--- src/sv/assert_macros.svh ---
// Assertion macros for the RTL of the isolated black pixel fill unit.
// Depends on nothing; files that assert take it in by include.
`ifndef ASSERT_MACROS_SVH
`define ASSERT_MACROS_SVH
`ifndef SYNTHESIS
// checked at every edge outside reset
`define IBPF_ASSERT(lbl, ck, rstn, prop, msg) \
    lbl: assert property (@(posedge ck) disable iff (!rstn) prop) else $error(msg);
// checked at every edge, reset included
`define IBPF_ASSERT_ALWAYS(lbl, ck, prop, msg) \
    lbl: assert property (@(posedge ck) prop) else $error(msg);
`else
`define IBPF_ASSERT(lbl, ck, rstn, prop, msg)
`define IBPF_ASSERT_ALWAYS(lbl, ck, prop, msg)
`endif
`endif

--- src/sv/ibpf_pkg.sv ---
// Package of the isolated black pixel fill unit: payload types, controller
// command/status structs, register indexes and small constant tables. No dependencies.
package ibpf_pkg;

    typedef struct packed {
        logic       cmd;
        logic [7:0] first_channel;
        logic [7:0] second_channel;
        logic [7:0] third_channel;
    } pix_item_t;

    typedef struct packed {
        logic [7:0] out_first;
        logic [7:0] out_second;
        logic [7:0] out_third;
        logic       was_filled;
        logic       frame_end;
    } res_item_t;

    localparam logic CMD_PIXEL = 1'b0;
    localparam logic CMD_DRAIN = 1'b1;

    localparam logic REG_IMAGE_WIDTH  = 1'b0;
    localparam logic REG_IMAGE_HEIGHT = 1'b1;

    localparam int WIDTH_BITS  = 11;
    localparam int HEIGHT_BITS = 16;
    localparam int KW          = 27;
    localparam int SUM_BITS    = 11;
    localparam int RECIP_BITS  = 17;
    localparam int PROD_BITS   = SUM_BITS + RECIP_BITS;

    localparam logic [WIDTH_BITS-1:0]  WIDTH_RESET  = 11'd640;
    localparam logic [HEIGHT_BITS-1:0] HEIGHT_RESET = 16'd480;

    typedef struct packed {
        logic accept;
        logic mark;
        logic cen_latch;
        logic nb_rd;
        logic nb_acc;
        logic div;
        logic out_load;
        logic store;
    } dp_cmd_t;

    typedef struct packed {
        logic is_pixel;
        logic emit;
        logic drain_ok;
        logic hole;
        logic nb_last;
        logic out_free;
    } dp_stat_t;

    // ceil(2^16 / n); exact for n*255 sums
    function automatic logic [RECIP_BITS-1:0] recip(input logic [3:0] cnt);
        logic [RECIP_BITS-1:0] r;
        unique case (cnt)
            4'd2:    r = 17'd32768;
            4'd3:    r = 17'd21846;
            4'd4:    r = 17'd16384;
            4'd5:    r = 17'd13108;
            4'd6:    r = 17'd10923;
            4'd7:    r = 17'd9363;
            4'd8:    r = 17'd8192;
            default: r = 17'd65536;
        endcase
        return r;
    endfunction

    // neighbor offsets {dr, dc} around the center, center skipped
    function automatic logic [3:0] nb_offs(input logic [2:0] idx);
        logic [3:0] o;
        unique case (idx)
            3'd0: o = {2'd0, 2'd0};
            3'd1: o = {2'd0, 2'd1};
            3'd2: o = {2'd0, 2'd2};
            3'd3: o = {2'd1, 2'd0};
            3'd4: o = {2'd1, 2'd2};
            3'd5: o = {2'd2, 2'd0};
            3'd6: o = {2'd2, 2'd1};
            3'd7: o = {2'd2, 2'd2};
            default: o = 4'd0;
        endcase
        return o;
    endfunction

    function automatic logic is_black(input logic [23:0] p);
        return p == 24'd0;
    endfunction

endpackage

--- src/sv/ibpf_ctrl.sv ---
// Sequencer of the isolated black pixel fill unit.
// Depends on ibpf_pkg for the command and status structs.
module ibpf_ctrl
(
    input  logic               clk,
    input  logic               rst_n,
    input  logic               pix_valid,
    input  logic               pix_cmd,
    input  ibpf_pkg::dp_stat_t stat,
    output logic               pix_stall,
    output ibpf_pkg::dp_cmd_t  cmd
);

    localparam logic [2:0] S_IDLE  = 3'd0;
    localparam logic [2:0] S_MARK  = 3'd1;
    localparam logic [2:0] S_CEN   = 3'd2;
    localparam logic [2:0] S_NRD   = 3'd3;
    localparam logic [2:0] S_NACC  = 3'd4;
    localparam logic [2:0] S_DIV   = 3'd5;
    localparam logic [2:0] S_OUT   = 3'd6;
    localparam logic [2:0] S_STORE = 3'd7;

    logic [2:0] state_reg;
    logic [2:0] state_next;

    always_comb
    begin
        cmd        = '0;
        state_next = state_reg;
        unique case (state_reg)
            S_IDLE:
            begin
                if (pix_valid)
                begin
                    cmd.accept = 1'b1;
                    if (pix_cmd == ibpf_pkg::CMD_PIXEL || stat.drain_ok)
                        state_next = S_MARK;
                end
            end
            S_MARK:
            begin
                cmd.mark   = 1'b1;
                state_next = stat.emit ? S_CEN : S_STORE;
            end
            S_CEN:
            begin
                cmd.cen_latch = 1'b1;
                state_next    = stat.hole ? S_NRD : S_OUT;
            end
            S_NRD:
            begin
                cmd.nb_rd  = 1'b1;
                state_next = S_NACC;
            end
            S_NACC:
            begin
                cmd.nb_acc = 1'b1;
                state_next = stat.nb_last ? S_DIV : S_NRD;
            end
            S_DIV:
            begin
                cmd.div    = 1'b1;
                state_next = S_OUT;
            end
            S_OUT:
            begin
                if (stat.out_free)
                begin
                    cmd.out_load = 1'b1;
                    state_next   = stat.is_pixel ? S_STORE : S_IDLE;
                end
            end
            S_STORE:
            begin
                cmd.store  = 1'b1;
                state_next = S_IDLE;
            end
            default: state_next = S_IDLE;
        endcase
    end

    assign pix_stall = (state_reg != S_IDLE);

    always_ff @(posedge clk or negedge rst_n)
    begin
        if (!rst_n)
            state_reg <= S_IDLE;
        else
            state_reg <= state_next;
    end

endmodule

--- config.mk ---
export PLATFORM = sky130hd
export DESIGN_NAME = ibpf_ctrl
export DESIGN_NICKNAME = d
export VERILOG_FILES = /design/src/sv/assert_macros.svh /design/src/sv/ibpf_pkg.sv /design/src/sv/ibpf_ctrl.sv
export SDC_FILE = /design/constraint.sdc
export NUM_CORES = 1
export LEC_CHECK = 0
export BUFFER_PORTS_ARGS = -buffer_cell sky130_fd_sc_hd__clkbuf_2
export CAP_MARGIN = 20
export CORE_AREA = 2 2 39 41
export CTS_CLUSTER_SIZE = 30
export DETAILED_ROUTE_END_ITERATION = 12
export DIE_AREA = 0 0 41 43
export HOLD_SLACK_MARGIN = 0.1
export SYNTH_ARGS = -nofsm -noshare
export SYNTH_HDL_FRONTEND = slang
export SYNTH_SLANG_ARGS = --single-unit
--- constraint.sdc ---
create_clock -name clk -period 1.4 [get_ports clk]
set_input_delay 0 -clock clk [delete_from_list [all_inputs] [get_ports clk]]
set_output_delay 0 -clock clk [all_outputs]
set_load 0.005 [all_outputs]
After elaboration in Yosys (flattened, before gate mapping)
Index checks and enable logic that the tools add are counted.
- equality and inequality tests: 10
- mux-type cells: 18
- bitwise logic cells: 1
- reductions and logical operators: 4
- operators by type and width (operator ; count):
    one-hot mux 3 bit (8 select lines) ; 1
    2-to-1 mux 3 bit ; 7
    equality test 3 bit (second input constant) ; 4
    2-to-1 mux 1 bit ; 10
    equality test 3 x 2 -> 1 bit (second input constant) ; 2
    inequality test 2 bit (second input constant) ; 3
    equality test 3 x 1 -> 1 bit (second input constant) ; 1
    logical NOT 3 bit ; 1
    AND reduction 3 bit ; 1
    nonzero test 3 bit ; 1
    logical OR 1 bit ; 1
    inverter 1 bit ; 1
- register bits: 3
- output and inout bits: 9
- logic and storage cells: 34

Longest topological paths before layout
- depth after elaboration: 5
- mapped depth: 4

Worst setup path after synthesis
Ideal clock, no wire load.
- kind: flip-flop to flip-flop
- start point: register state_reg[1]
- end point: register state_reg[0]
- library setup time: 0.111 ns
- data arrival time: 1.032 ns
- required time: 1.289 ns
- slack: 0.257 ns
- cell stages (with the launch flop): 4
- clock period less this slack: 1.143 ns
- cells stage by stage: dfrtp_1 > or2_0 > a21o_1 > a222oi_1
- cells in the longest elaborated chain, start to end: 3
- elaborated cells between the ends (all ways): 13
- those cells by class: 10 x eq/ne; 1 x mux; 2 x reduce/logical
- ends and longest elaborated chain (item ; RTL line ; RTL):
    from (decl) ; ibpf_ctrl.sv:23 ; logic [2:0] state_reg;
    from (signal assigned) ; ibpf_ctrl.sv:89 ; state_reg <= state_next;
    equality test 3 bit or logical NOT 3 bit (tied branches) ; ibpf_ctrl.sv:30 ; unique case (state_reg)
    inequality test 2 bit (no source line) ; -- ;
    AND reduction 3 bit (no source line) ; -- ;
Several ways; a longest one is shown, not always the timed one.
A chain may end at the register's enable or synchronous reset.

==> results.cfg <==
[outcome]
status = finished, final reports clean

[final_layout]
antenna_cells = 0
fin_cells = 81
final_cell_mix = clkbuf_2, inv_1, dlygate4sd3_1
register_area_um2 = 76.3
num-fill-cells = 155
postLayoutCellArea_um2 = 482
mostFrequentLayoutCell = clkbuf_2
drive_above_1_share_pct = 40.0
syn_to_final_growth_pct = 72.6
multiInputGateArea_um2 = 174
fin_nets = 76
largest_reg_flops = 3

[floorplanning]
die_y_um = 43
die-area_um2 = 1760
ios = 19
num_rows = 14
initial_core_util_pct = 20.2
core_area_um2 = 1380
dieWidth_um = 41

[drt]
postRouteWirelength_um = 766
vias = 360
routedLengthMet1_um = 354
highest_layer = met3
wl_met3_um = 38
drc_errors = 0
first_iter_violations = 11
detail_route.first_pass.iterations = 4
wl_per_cell_um = 9.46
dr_wl_met2_um = 373
via_per_inst = 4.44
drtAntennaViolNets = 0

[setup_path]
crit_arrival_ns = 1.76
worstPathCellList = dlygate4sd3_1 > dlygate4sd3_1 > clkbuf_2 > dlygate4sd3_1
crit_top_cell = dlygate4sd3_1
cp_top_family = buffers and inverters
r2r_start = state_reg[0]$_DFFE_PN0P_
worstPathRequired_ns = 1.83
timing.critical_path.slowest_stage_cell = dlygate4sd3_1
worst-path-buf-inv = 4
start_kind = primary input
max_stage_delay_ns = 0.60
reg2reg_depth = 3
path_class = in2async
worstSetupPathDepth = 4
cp_max_fo = 2
end_kind = async pin
r2r_slack_ns = 0.20
r2r-end = state_reg[2]$_DFFE_PN0P_

[global_routing]
overflow = 0
antenna_found_initial = 0
grt_pass1_vias = 297
grt_max_degree = 14
grt_pass1_wl_um = 1200
grt_use_total_pct = 10.4

[placement]
placed_area_um2 = 399
port_buffers = 18
place_hpwl_um = 592
dp_slack_ns = 0.203
dp_cells = 72
place_congestion = 0.793

[hold_path]
hold_path_end = state_reg[1]$_DFFE_PN0P_
hold_path.class = in2reg
whs_path_depth = 4
min_from = stat[1]

[synth]
synth_area_per_cell_um2 = 7.34
synth_top_area_share_pct = 26.9
synth_warnings = 0
synth_edf_count = 0
ys_seq_area_share_pct = 26.9
ys_top_cells_by_area = dfrtp_1, inv_1, nor3b_1
synth_nets = 48
ys_ff_latch = 3
yosysTopAreaCell = dfrtp_1
synth_cells = 38
synthFlopType = dfrtp_1
postSynth.asyncResetShare_pct = 100
syn_area_um2 = 279
ys_types = 22

[clock_network]
worstSkewPairLatency_ns = 0.23
cts_root_buf = clkbuf_4
cts_tree = built
cts_max_level = 1
path_clk_slew_ns = 0.04
clockBufferDepth = 2
cts_setup_buffers = 0
numCtsBuffers = 3
clock_sinks = 3

[timing]
setup_viol = 0
relSlewSlack_pct = 82.9
rsz0062_at_grt = false
layout_min_cycle_time_ns = 1.33
drv_slew = 0
period_share_pct = 95.3
worstMarginPinSlew_ns = 0.255
fmax_mhz = 750
fin_ws_ns = 0.0664
fin_tns_setup_ns = 0
worst_clock_skew_ns = 0.00461
hold_viol = 0

[power_and_ir_drop]
power_density_nw_per_um2 = 1830
peakVddDrop_mv = 0.629
p_leak_nw = 0.261

[run]
drv_cap = 0
[layout make-up]
class / count / area share [%]
Clock buffer: 4 / 5.45
Inverter: 6 / 4.68
Multi-Input combinational cell: 26 / 36.1
Sequential cell: 3 / 15.8
Tap cell: 16 / 4.16
Timing Repair Buffer: 26 / 33.8
[worst min-delay path: cells and delay by family]
kind | cells | cell delay [ns]
AO/OA/AOI/OAI | 2 | 0.16
buffers and inverters | 2 | 0.14
[worst max path at each step]
| stage | start | endpoint | slack, ns |
|---|---|---|---|
| finish | rst_n | state_reg[2]$_DFFE_PN0P_ | 0.07 |
| global route | rst_n | state_reg[2]$_DFFE_PN0P_ | 0.0003 |
| CTS | state_reg[0]$_DFFE_PN0P_ | cmd[7] | 0.003 |
| detailed placement | state_reg[1]$_DFFE_PN0P_ | state_reg[0]$_DFFE_PN0P_ | 0.20 |
| global placement | state_reg[1]$_DFFE_PN0P_ | state_reg[0]$_DFFE_PN0P_ | 0.20 |
| floorplan | state_reg[1]$_DFFE_PN0P_ | state_reg[0]$_DFFE_PN0P_ | 0.26 |
[stage by stage]
stage	util, %	total power [mW]	hold slack (ns)
floorplan	-	0.515	-0.296
finish	34.8	0.881	0.118
detailed placement	28.8	0.703	-0.193
CTS	34.4	0.876	0.112
global route	34.8	0.975	0.127
global placement	28.8	0.699	-0.193
[synth_stat cells (all sizes together) (2+ instances only)]
master	count
a21oi	2
a21o	2
clkbuf	2
and3b	2
nand2	3
inv	6
nor2	2
dfrtp	3
nor3b	3
[power by group]
part,switching [mW],total [mW],leakage (nW),internal (mW)
clock,0.0452,0.152,0.0150,0.107
sequential,0.0838,0.221,0.0337,0.137
combinational,0.229,0.509,0.212,0.279
[metal layers]
metal | vias to the layer above | global-route usage [%]
li1 | 189 | -
met5 | - | 0
met2 | 12 | 14.1
met4 | 0 | 12.0
met1 | 159 | 12.2
met3 | 0 | 1.57
[repair_timing]
item                                   in CTS  in global routing
hold buffers                                5                  0
resized for setup                           0                  2
setup endpoints to repair                   0                  3
endpoints found under the hold margin       5                  0
[cells by family (layout without fill, tap and decap cells)]
kind of cell	after synthesis	after routing	share of synthesized area (%)
flops	3	3	26.9
simple gates	16	16	34.1
compound gates	10	10	26.5
buf+inv	9	36	12.6
No activity file was read; power rests on OpenSTA's default activity.
